==> src/rtl/core/swpwt_pkg.sv <==
// ----------------------------------------------------------------------------
// swpwt_pkg
// Shared types and constants for the single-wire pulse-width transmitter.
// ----------------------------------------------------------------------------
package swpwt_pkg;

  // Frame buffer size and the widths of the fixed fields.
  localparam int BUFFER_BYTES_DEFAULT = 64;
  localparam int SYNC_W = 8;
  localparam int END_W  = 6;
  localparam int CFG_W  = 8;

  // Register reset values.
  localparam logic [SYNC_W-1:0] SYNC_LOW_RESET = 8'd30;
  localparam logic [END_W-1:0]  END_LOW_RESET  = 6'd12;

  // Register indexes on the configuration port.
  localparam logic REG_SYNC_LOW = 1'b0;
  localparam logic REG_END_LOW  = 1'b1;

  // Action codes of an input beat.
  localparam logic [1:0] ACT_TICK  = 2'd0;
  localparam logic [1:0] ACT_WRITE = 2'd1;
  localparam logic [1:0] ACT_START = 2'd2;

  typedef struct packed {
    logic [1:0] action;
    logic [5:0] byte_index;
    logic [7:0] byte_value;
    logic [6:0] frame_length;
  } in_t;

  typedef struct packed {
    logic line_level;
    logic busy_res;
    logic frame_done;
  } out_t;

endpackage

==> src/rtl/core/swpwt_buffer.sv <==
// ----------------------------------------------------------------------------
// swpwt_buffer
// Frame byte store with one write port, one registered read port and a
// valid bit per entry; clearing the valid bits empties the whole buffer.
// ----------------------------------------------------------------------------
module swpwt_buffer #(
  parameter int DEPTH = swpwt_pkg::BUFFER_BYTES_DEFAULT,
  parameter int AW    = (DEPTH > 1) ? $clog2(DEPTH) : 1
) (
  input  logic          clk,
  input  logic          rst,
  input  logic          clear,
  input  logic          we,
  input  logic [AW-1:0] waddr,
  input  logic [7:0]    wdata,
  input  logic [AW-1:0] raddr,
  output logic [7:0]    rdata
);

  logic [7:0]       mem [DEPTH];
  logic [DEPTH-1:0] valid;

  always_ff @(posedge clk) begin
    if (we) begin
      mem[waddr] <= wdata;
    end
  end

  always_ff @(posedge clk) begin
    if (rst || clear) begin
      valid <= '0;
    end else if (we) begin
      valid[waddr] <= 1'b1;
    end
  end

  // An entry never written since the last clear reads as zero.
  always_ff @(posedge clk) begin
    if ({1'b0, raddr} < (AW + 1)'(DEPTH) && valid[raddr]) begin
      rdata <= mem[raddr];
    end else begin
      rdata <= '0;
    end
  end

endmodule

==> src/rtl/core/single_wire_pulse_width_transmitter.sv <==
// ----------------------------------------------------------------------------
// single_wire_pulse_width_transmitter
// Tick-driven single-wire frame transmitter: sync pulse, three-tick
// pulse-width bits MSB first, closing pulse, then a final tick.
// ----------------------------------------------------------------------------
// Channel   Direction  Handshake                  Payload
// in        input      in_valid / in_ready        in_data  (swpwt_pkg::in_t)
// out       output     out_valid / out_ready      out_data (swpwt_pkg::out_t)
// cfg       input      cfg_write                  cfg_index, cfg_data
//
// Every input beat produces one result beat, registered in the cycle after acceptance; a new
// beat is taken every cycle while the result register is empty or being read.
// The buffer's registered read port tracks the current byte every cycle, so
// a bit's level is ready by the second tick of that bit.
// Synchronous reset clears the state and the buffer's valid bits and loads the
// registers' reset values. A stalled result holds the input side only when it is not taken.
// ----------------------------------------------------------------------------
module single_wire_pulse_width_transmitter #(
  parameter int BUFFER_BYTES = swpwt_pkg::BUFFER_BYTES_DEFAULT
) (
  input  logic                         clk,
  input  logic                         rst,
  input  logic                         in_valid,
  output logic                         in_ready,
  input  swpwt_pkg::in_t               in_data,
  output logic                         out_valid,
  input  logic                         out_ready,
  output swpwt_pkg::out_t              out_data,
  input  logic                         cfg_write,
  input  logic                         cfg_index,
  input  logic [swpwt_pkg::CFG_W-1:0]  cfg_data
);

  localparam int AW = (BUFFER_BYTES > 1) ? $clog2(BUFFER_BYTES) : 1;
  localparam int LW = $clog2(BUFFER_BYTES + 1);

  typedef enum logic [1:0] {PH_SYNC, PH_DATA, PH_CLOSE, PH_FINAL} phase_t;

  logic [swpwt_pkg::SYNC_W-1:0] sync_low_ticks;
  logic [swpwt_pkg::END_W-1:0]  end_low_ticks;

  phase_t                       phase, phase_next;
  logic [swpwt_pkg::SYNC_W-1:0] sync_count, sync_count_next;
  logic [swpwt_pkg::END_W-1:0]  tick_in_bit, tick_in_bit_next;
  logic [2:0]                   bit_position, bit_position_next;
  logic [LW-1:0]                byte_position, byte_position_next;
  logic [LW-1:0]                length_in_use, length_in_use_next;
  logic                         line_out, line_out_next;
  logic                         sending, sending_next;
  logic                         done_next;

  logic          in_fire;
  logic          buf_we;
  logic          buf_clear;
  logic [8:0]    index_ext;
  logic [8:0]    length_ext;
  logic [8:0]    length_sat;
  logic [LW-1:0] byte_inc;
  logic [7:0]    buf_rdata;

  assign in_ready   = !out_valid || out_ready;
  assign in_fire    = in_valid && in_ready;
  assign index_ext  = 9'(in_data.byte_index);
  assign length_ext = 9'(in_data.frame_length);
  assign length_sat = (length_ext > 9'(BUFFER_BYTES)) ? 9'(BUFFER_BYTES) : length_ext;
  assign byte_inc   = byte_position + 1'b1;

  swpwt_buffer #(
    .DEPTH (BUFFER_BYTES),
    .AW    (AW)
  ) u_buffer (
    .clk   (clk),
    .rst   (rst),
    .clear (buf_clear),
    .we    (buf_we),
    .waddr (index_ext[AW-1:0]),
    .wdata (in_data.byte_value),
    .raddr (byte_position[AW-1:0]),
    .rdata (buf_rdata)
  );

  always_ff @(posedge clk) begin
    if (rst) begin
      sync_low_ticks <= swpwt_pkg::SYNC_LOW_RESET;
      end_low_ticks  <= swpwt_pkg::END_LOW_RESET;
    end else if (cfg_write) begin
      unique case (cfg_index)
        swpwt_pkg::REG_SYNC_LOW: sync_low_ticks <= cfg_data;
        swpwt_pkg::REG_END_LOW:  end_low_ticks  <= cfg_data[swpwt_pkg::END_W-1:0];
        default: ;
      endcase
    end
  end

  always_comb begin
    phase_next         = phase;
    sync_count_next    = sync_count;
    tick_in_bit_next   = tick_in_bit;
    bit_position_next  = bit_position;
    byte_position_next = byte_position;
    length_in_use_next = length_in_use;
    line_out_next      = line_out;
    sending_next       = sending;
    done_next          = 1'b0;
    buf_we             = 1'b0;
    buf_clear          = 1'b0;
    if (in_fire) begin
      unique case (in_data.action)
        swpwt_pkg::ACT_TICK: begin
          if (sending) begin
            unique case (phase)
              PH_SYNC: begin
                if (sync_count < sync_low_ticks) begin
                  line_out_next   = 1'b0;
                  sync_count_next = sync_count + 1'b1;
                end else begin
                  line_out_next      = 1'b1;
                  phase_next         = PH_DATA;
                  sync_count_next    = '0;
                  tick_in_bit_next   = '0;
                  bit_position_next  = 3'd7;
                  byte_position_next = '0;
                end
              end
              PH_DATA: begin
                if (tick_in_bit == '0) begin
                  line_out_next    = 1'b0;
                  tick_in_bit_next = swpwt_pkg::END_W'(1);
                end else if (tick_in_bit == swpwt_pkg::END_W'(1)) begin
                  line_out_next    = buf_rdata[bit_position];
                  tick_in_bit_next = swpwt_pkg::END_W'(2);
                end else begin
                  line_out_next    = 1'b1;
                  tick_in_bit_next = '0;
                  if (bit_position == 3'd0) begin
                    bit_position_next  = 3'd7;
                    byte_position_next = byte_inc;
                    if (byte_inc >= length_in_use) begin
                      phase_next = PH_CLOSE;
                    end
                  end else begin
                    bit_position_next = bit_position - 1'b1;
                  end
                end
              end
              PH_CLOSE: begin
                if (tick_in_bit < end_low_ticks) begin
                  line_out_next    = 1'b0;
                  tick_in_bit_next = tick_in_bit + 1'b1;
                end else begin
                  line_out_next = 1'b1;
                  phase_next    = PH_FINAL;
                end
              end
              PH_FINAL: begin
                line_out_next      = 1'b0;
                buf_clear          = 1'b1;
                length_in_use_next = '0;
                sending_next       = 1'b0;
                phase_next         = PH_SYNC;
                sync_count_next    = '0;
                tick_in_bit_next   = '0;
                bit_position_next  = 3'd7;
                byte_position_next = '0;
                done_next          = 1'b1;
              end
              default: ;
            endcase
          end
        end
        swpwt_pkg::ACT_WRITE: begin
          buf_we = !sending && (index_ext < 9'(BUFFER_BYTES));
        end
        swpwt_pkg::ACT_START: begin
          if (!sending && in_data.frame_length != '0) begin
            length_in_use_next = length_sat[LW-1:0];
            sending_next       = 1'b1;
            phase_next         = PH_SYNC;
            sync_count_next    = '0;
            tick_in_bit_next   = '0;
            bit_position_next  = 3'd7;
            byte_position_next = '0;
          end
        end
        default: ;
      endcase
    end
  end

  always_ff @(posedge clk) begin
    if (rst) begin
      phase         <= PH_SYNC;
      sync_count    <= '0;
      tick_in_bit   <= '0;
      bit_position  <= 3'd7;
      byte_position <= '0;
      length_in_use <= '0;
      line_out      <= 1'b0;
      sending       <= 1'b0;
      out_valid     <= 1'b0;
    end else begin
      phase         <= phase_next;
      sync_count    <= sync_count_next;
      tick_in_bit   <= tick_in_bit_next;
      bit_position  <= bit_position_next;
      byte_position <= byte_position_next;
      length_in_use <= length_in_use_next;
      line_out      <= line_out_next;
      sending       <= sending_next;
      if (in_fire) begin
        out_valid           <= 1'b1;
        out_data.line_level <= line_out_next;
        out_data.busy_res   <= sending_next;
        out_data.frame_done <= done_next;
      end else if (out_ready) begin
        out_valid <= 1'b0;
      end
    end
  end

  // A finishing beat always reports the block as no longer busy.
  assert property (@(posedge clk) disable iff (rst)
    out_valid && out_data.frame_done |-> !out_data.busy_res)
    else $error("frame_done reported while busy");

  // While bits are being sent the current byte lies inside the frame.
  assert property (@(posedge clk) disable iff (rst)
    sending && phase == PH_DATA |-> byte_position < length_in_use)
    else $error("byte position outside the frame during data");

  // An idle block sits at the start of a frame with the counters cleared.
  assert property (@(posedge clk) disable iff (rst)
    !sending |-> phase == PH_SYNC && byte_position == '0 && length_in_use == '0)
    else $error("idle block with frame state left over");

  // Only a tick beat in the final phase can end a frame.
  assert property (@(posedge clk) disable iff (rst)
    $fell(sending) |-> $past(phase) == PH_FINAL)
    else $error("frame ended outside the final phase");

endmodule
==> config.mk <==
export PLATFORM = sky130hd
export DESIGN_NAME = single_wire_pulse_width_transmitter
export DESIGN_NICKNAME = d
export VERILOG_FILES = /design/src/rtl/core/swpwt_pkg.sv /design/src/rtl/core/swpwt_buffer.sv /design/src/rtl/core/single_wire_pulse_width_transmitter.sv
export SDC_FILE = /design/constraint.sdc
export NUM_CORES = 1
export LEC_CHECK = 0
export BUFFER_PORTS_ARGS = -buffer_cell sky130_fd_sc_hd__buf_2
export CAP_MARGIN = 0
export CORE_MARGIN = 4
export CORE_UTILIZATION = 50
export CTS_CLUSTER_SIZE = 30
export DETAILED_ROUTE_END_ITERATION = 10
export PLACE_DENSITY = 0.69
export SYNTH_ARGS = -nofsm -noshare
export SYNTH_HDL_FRONTEND = slang
export SYNTH_SLANG_ARGS = --single-unit
==> constraint.sdc <==
create_clock -name clk -period 4.3 [get_ports clk]
set_input_delay 1.075 -clock clk [delete_from_list [all_inputs] [get_ports clk]]
set_output_delay 1.075 -clock clk [all_outputs]
set_load 0.01 [all_outputs]
# Word-level counts from Yosys, hierarchy flattened
# Memory sizes are Yosys's and may differ from the RTL's. A register that Yosys moved wholly into a read port is not among the register bits.
# Index checks and enable logic that the tools add are counted.
[totals]
regBits = 117
ram_bits = 512
in_bits = 37
out_inout_bits = 5
word_cells = 148
n_memories = 1
[memory_table]
columns = ["memory", "depth", "width", "rd", "rd_ports_with_merged_regs", "write_ports", "line_no", "text"]
rows = [
  ["u_buffer.mem", 64, 8, 1, 1, 1, "swpwt_buffer.sv:20", "logic [7:0] mem [DEPTH];"],
]
[op_classes]
addsub = 4
magnitude_cmp = 9
n_eq_ne = 18
mux = 73
bitwise = 3
reduce_logical = 25
[ops]
columns = ["operator", "count"]
rows = [
  ["$mux W7", 10],
  ["$or A64 B64 Y64", 1],
  ["$pmux W8 S2", 2],
  ["$pmux W7 S2", 2],
  ["$mux W1", 24],
  ["$mux W6", 4],
  ["$mux W8", 3],
  ["$pmux W6 S4", 1],
  ["$lt A6 B7 Y1 const B", 3],
  ["$ne A3 B3 Y1 const B", 7],
  ["$pmux W7 S3", 1],
  ["$mux W2", 10],
  ["$mux W3", 6],
  ["$pmux W6 S2", 1],
  ["$reduce_and A10 Y1", 1],
  ["$reduce_and A5 Y1", 2],
  ["$pmux W3 S3", 1],
  ["$reduce_and A9 Y1", 1],
  ["$add A8 B1 Y8 const B", 1],
  ["$lt A8 B8 Y1", 1],
  ["$pmux W2 S4", 1],
  ["$reduce_and A8 Y1", 1],
  ["$add A7 B1 Y7 const B", 1],
  ["$ge A7 B7 Y1", 1],
  ["31 further kinds", 46],
]

# Depth between registers and ports, before layout
[logic_depth]
word_depth = 9
ltp_mapped = 14
ltp_nobuf = 10

# Hierarchy
# A second synthesis with hierarchy kept.
[unflattened]
cells_unflattened = 1506
hier_area_um2 = 25787.2
[by_module_without_submodules]
columns = ["module", "n_inst", "cells_per_inst", "area_each_um2", "seq_area_each_um2"]
rows = [
  ["swpwt_buffer", 1, 1102, 22281.4, 16816.1],
  ["single_wire_pulse_width_transmitter", 1, 404, 3505.9, 1091.0],
]

# Least setup slack after synthesis
# OpenSTA, ideal clock, no wires.
[synth_path]
path_kind = "input port to flip-flop"
startpoint = "input port out_ready"
endpoint = "memory u_buffer.mem[47][0] (enable)"
setup_ps = 374
arrival_time_ps = 2689
required_ps = 3926
setup_slack_ps = 1237
stages = 6
n_path_buf = 1
cell_sequence = "nand2b_1 -> and2_0 -> nand3_1 -> or3b_2 -> clkbuf_1 -> nor2_1"
[synth_between]
elab_chain_len = 5
[synth_rtl]
columns = ["item", "line_no", "text"]
rows = [
  ["start, declared", "single_wire_pulse_width_transmitter.sv:27", "input logic out_ready,"],
  ["$logic_or A1 B1 Y1", "single_wire_pulse_width_transmitter.sv:61", "assign in_ready = !out_valid || out_ready;"],
  ["$logic_and A1 B1 Y1", "single_wire_pulse_width_transmitter.sv:62", "assign in_fire = in_valid && in_ready;"],
  ["$mux W1", "single_wire_pulse_width_transmitter.sv:107", "if (in_fire) begin"],
  ["$mux W1", "swpwt_buffer.sv:24", "if (we) begin"],
  ["$mux W1 (implied by the code)", "swpwt_buffer.sv:25", "mem[waddr] <= wdata;"],
  ["end, declared", "swpwt_buffer.sv:20", ""],
]
# No other way between the ends.

# Worst setup path in the final report
[layout_path]
startpoint = "input port out_ready"
endpoint = "memory u_buffer.mem[27][3] (enable)"
# Same word-level chain as after synthesis.

==> metrics.md <==
| Metric | Value |
|---|---|
| Status | `complete, no violations` |
| Mapped Cells | `1484` |
| Cell Area, Synth | `0.0255 mm²` |
| Multi-input combinational cell area | `0.00701 mm²` |
| Mapped Nets | `1552` |
| Vias in the first global route | `13900` |
| DP Area | `0.0264 mm²` |
| Yosys warns | `0` |
| Layout cell share with drive strength beyond 1 | `0.213` |
| # DRC | `0` |
| Mean cell area of the mapped netlist | `17.2 µm²` |
| Fin worst setup slack | `1.09 ns` |
| Final Max Slew Viols | `0` |
| Chip Width | `234 µm` |
| CP Data Arrival Time | `3.44 ns` |
| Placed insts | `2152` |
| Routed len/inst | `24.8 µm` |
| Antenna fix cells | `0` |
| Maximum vdd ir drop | `0.000324 V` |
| Async set or reset register ratio after synthesis | `0` |
| Slowest stage delay, CP | `0.69 ns` |
| Post-route design area | `0.0284 mm²` |
| Largest net degree at the start of global routing | `68` |
| # setup viols final | `0` |
| Synth Register Bits | `637` |
| Hold_ws | `0.460 ns` |
| CP endpoint kind | `flop` |
| Worst Hold Class | `reg -> reg` |
| Max FO, Critical Path | `9` |
| Root Buffer | `clkbuf_16` |
| Fin crit period | `3.21 ns` |
| Critical path, cell by cell | `buf_2 -> nand2b_1 -> and2_0 -> nand3_1 -> or3b_2 -> nor2_1` |
| Antenna violations before repair | `2` |
| Worst-Skew Late Latency | `0.62 ns` |
| Initial Util | `0.506` |
| Total Power | `12.2 mW` |
| Post-synth EDFFs | `515` |
| Final Hold Fails | `0` |
| Slowest stage cell, crit path | `or3b_2` |
| P per Cell Area | `429 mW/mm²` |
| Port Buffers | `41` |
| Final Util | `0.564` |
| Max-Cap Viols | `0` |
| Clk sinks | `637` |
| Detail Placement HPWL | `35.2 mm` |
| RSZ-0062 raised after global routing | `no` |
| Fin crit share | `0.745` |
| CTS tree | `done` |
| Detail Route Antenna Nets | `0` |
| Fin Setup TNS | `0 ns` |
| CP Launch Type | `input port` |
| LEAKAGE | `8.98 nW` |
| Critical path type | `in -> reg` |
| GP Congestion | `0.819` |
| Total wire length | `56.1 mm` |
| DR vias/cell | `6.10` |
| Clock slew at reported path FFs | `0.06 ns` |
| Reg area | `0.0179 mm²` |
| Row cnt | `82` |
| Io pins | `42` |
| DR pass1 iterations | `5` |
| Worst-Margin Slew | `1.09 ns` |
| DR vias | `13800` |
| Number of DRC markers in iteration 0 | `1430` |
| Non-filler cells, final | `2264` |
| Die area | `0.0546 mm²` |
| CORE AREA | `0.0503 mm²` |
| Post-CTS Setup Bufs | `0` |
| Clock Path Buffers | `3` |
| # hold bufs at CTS | `0` |
| Post-synth cell types | `58` |
| First-pass GRT wire length | `84.9 mm` |
| Fmax | `0.312 GHz` |
| Register area share after synthesis | `0.703` |
| Setup Skew | `0.0222 ns` |
| Area grow syn2layout | `11.5%` |
| Post-CTS resize count | `0` |
| Filler instances | `3805` |
| Worst Path Required | `4.54 ns` |
| Overflow left after global routing | `0` |
| Tot GR Track Use | `0.209` |
| Cts bufs inserted | `59` |
| Die H | `234 µm` |
| Htree depth | `2` |
| Final #Nets | `1609` |
| Max-Slew Margin vs Limit | `0.271` |
| Pre-CTS setup slack | `0.478 ns` |
| Ys flop type | `edfxtp_1` |
==> routing by layer <==
metal  up-vias  part of all wire  GRT usage
li1       6051                 -          -
met4         2             0.029     0.0646
met5         -           0.00012          0
met2       569              0.45      0.317
met1      7086              0.43      0.309
met3        98             0.089     0.0399
==> Yosys cell counts (all sizes together), types with 7 or more instances <==
| library cell | number | area share |
|---|---|---|
| xnor2 | 10 | 0.0034 |
| edfxtp | 515 | 0.61 |
| a22oi | 64 | 0.019 |
| nand4 | 7 | 0.0017 |
| nor2 | 99 | 0.015 |
| a21oi | 65 | 0.013 |
| mux4 | 147 | 0.13 |
| ha | 31 | 0.015 |
| o21ai | 26 | 0.0051 |
| clkbuf | 50 | 0.0075 |
| buf | 33 | 0.010 |
| nand3 | 26 | 0.0051 |
| dfxtp | 122 | 0.096 |
| nor2b | 10 | 0.0025 |
| nand2 | 70 | 0.011 |
| a211oi | 20 | 0.0059 |
| inv | 30 | 0.0044 |
| o21a | 69 | 0.020 |
==> final timing paths <==
kind,slack [ns],from,end,depth (start not counted)
setup / recovery,1.09,out_ready,u_buffer.mem[27][3],6
hold / removal,0.46,length_in_use[4],length_in_use[4],2
setup reg to reg,1.18,byte_position[1],phase[0],10
hold reg to reg,0.46,length_in_use[4],length_in_use[4],2
==> worst max-delay path, delay by kind of cell <==
kind / cells / cell delay [ns]
buf+inv: 1 / 0.08
simple gates: 5 / 2.28
==> cells by family (layout without fill, tap and decap cells) <==
| group | Yosys count | after routing | synth area share |
|---|---|---|---|
| DFF | 637 | 637 | 0.703 |
| AOI/OAI and AO/OA | 275 | 275 | 0.0731 |
| and+or+nand+nor | 268 | 268 | 0.0516 |
| muxes | 147 | 147 | 0.130 |
| buffers and inverters | 113 | 221 | 0.0222 |
| adders and majority gates | 31 | 31 | 0.0152 |
| xor gates and xnor gates | 13 | 13 | 0.00447 |
==> where the power goes <==
part / internal, mW / leakage [nW] / switching [mW] / total, mW
Combinational: 0.0625 / 2.41 / 0.209 / 0.272
Sequential: 6.67 / 5.62 / 0.00930 / 6.68
Clock: 2.98 / 0.951 / 2.24 / 5.22
==> layout by cell type, fill, tap and decap left out, drive strengths merged, types with 4 or more instances in the layout <==
cell      instances
a211oi           20
a21oi            65
a221oi            5
a22o              4
a22oi            64
and2              6
buf              79
bufinv            5
clkbuf           77
clkinv           24
clkinvlp          5
dfxtp           122
edfxtp          515
ha               31
inv              31
mux4            147
nand2            70
nand2b            6
nand3            26
nand3b            5
nand4             7
nor2             99
nor2b            10
nor3b             6
nor4              5
o211ai            6
o21a             69
o21ai            26
or3b              4
or4               5
or4b              5
xnor2            10
==> state kept, by name (all words and copies together), names as in the netlist <==
signal          count
sync_count          8
end_low_ticks       6
u_buffer.valid     64
out_data            3
phase               2
line_out            1
out_valid           1
byte_position       7
length_in_use       7
u_buffer.rdata      8
bit_position        3
tick_in_bit         6
sync_low_ticks      8
u_buffer.mem      512
sending             1
==> final cells by class <==
type,instances,share of cell area
Clock buffer,77,0.0576
Clock inverter,35,0.0114
Inverter,30,0.00397
Multi-Input combinational cell,734,0.247
Sequential cell,637,0.631
Tap cell,672,0.0296
Timing Repair Buffer,79,0.0190
Note: power is estimated with default switching activity, not from simulation.
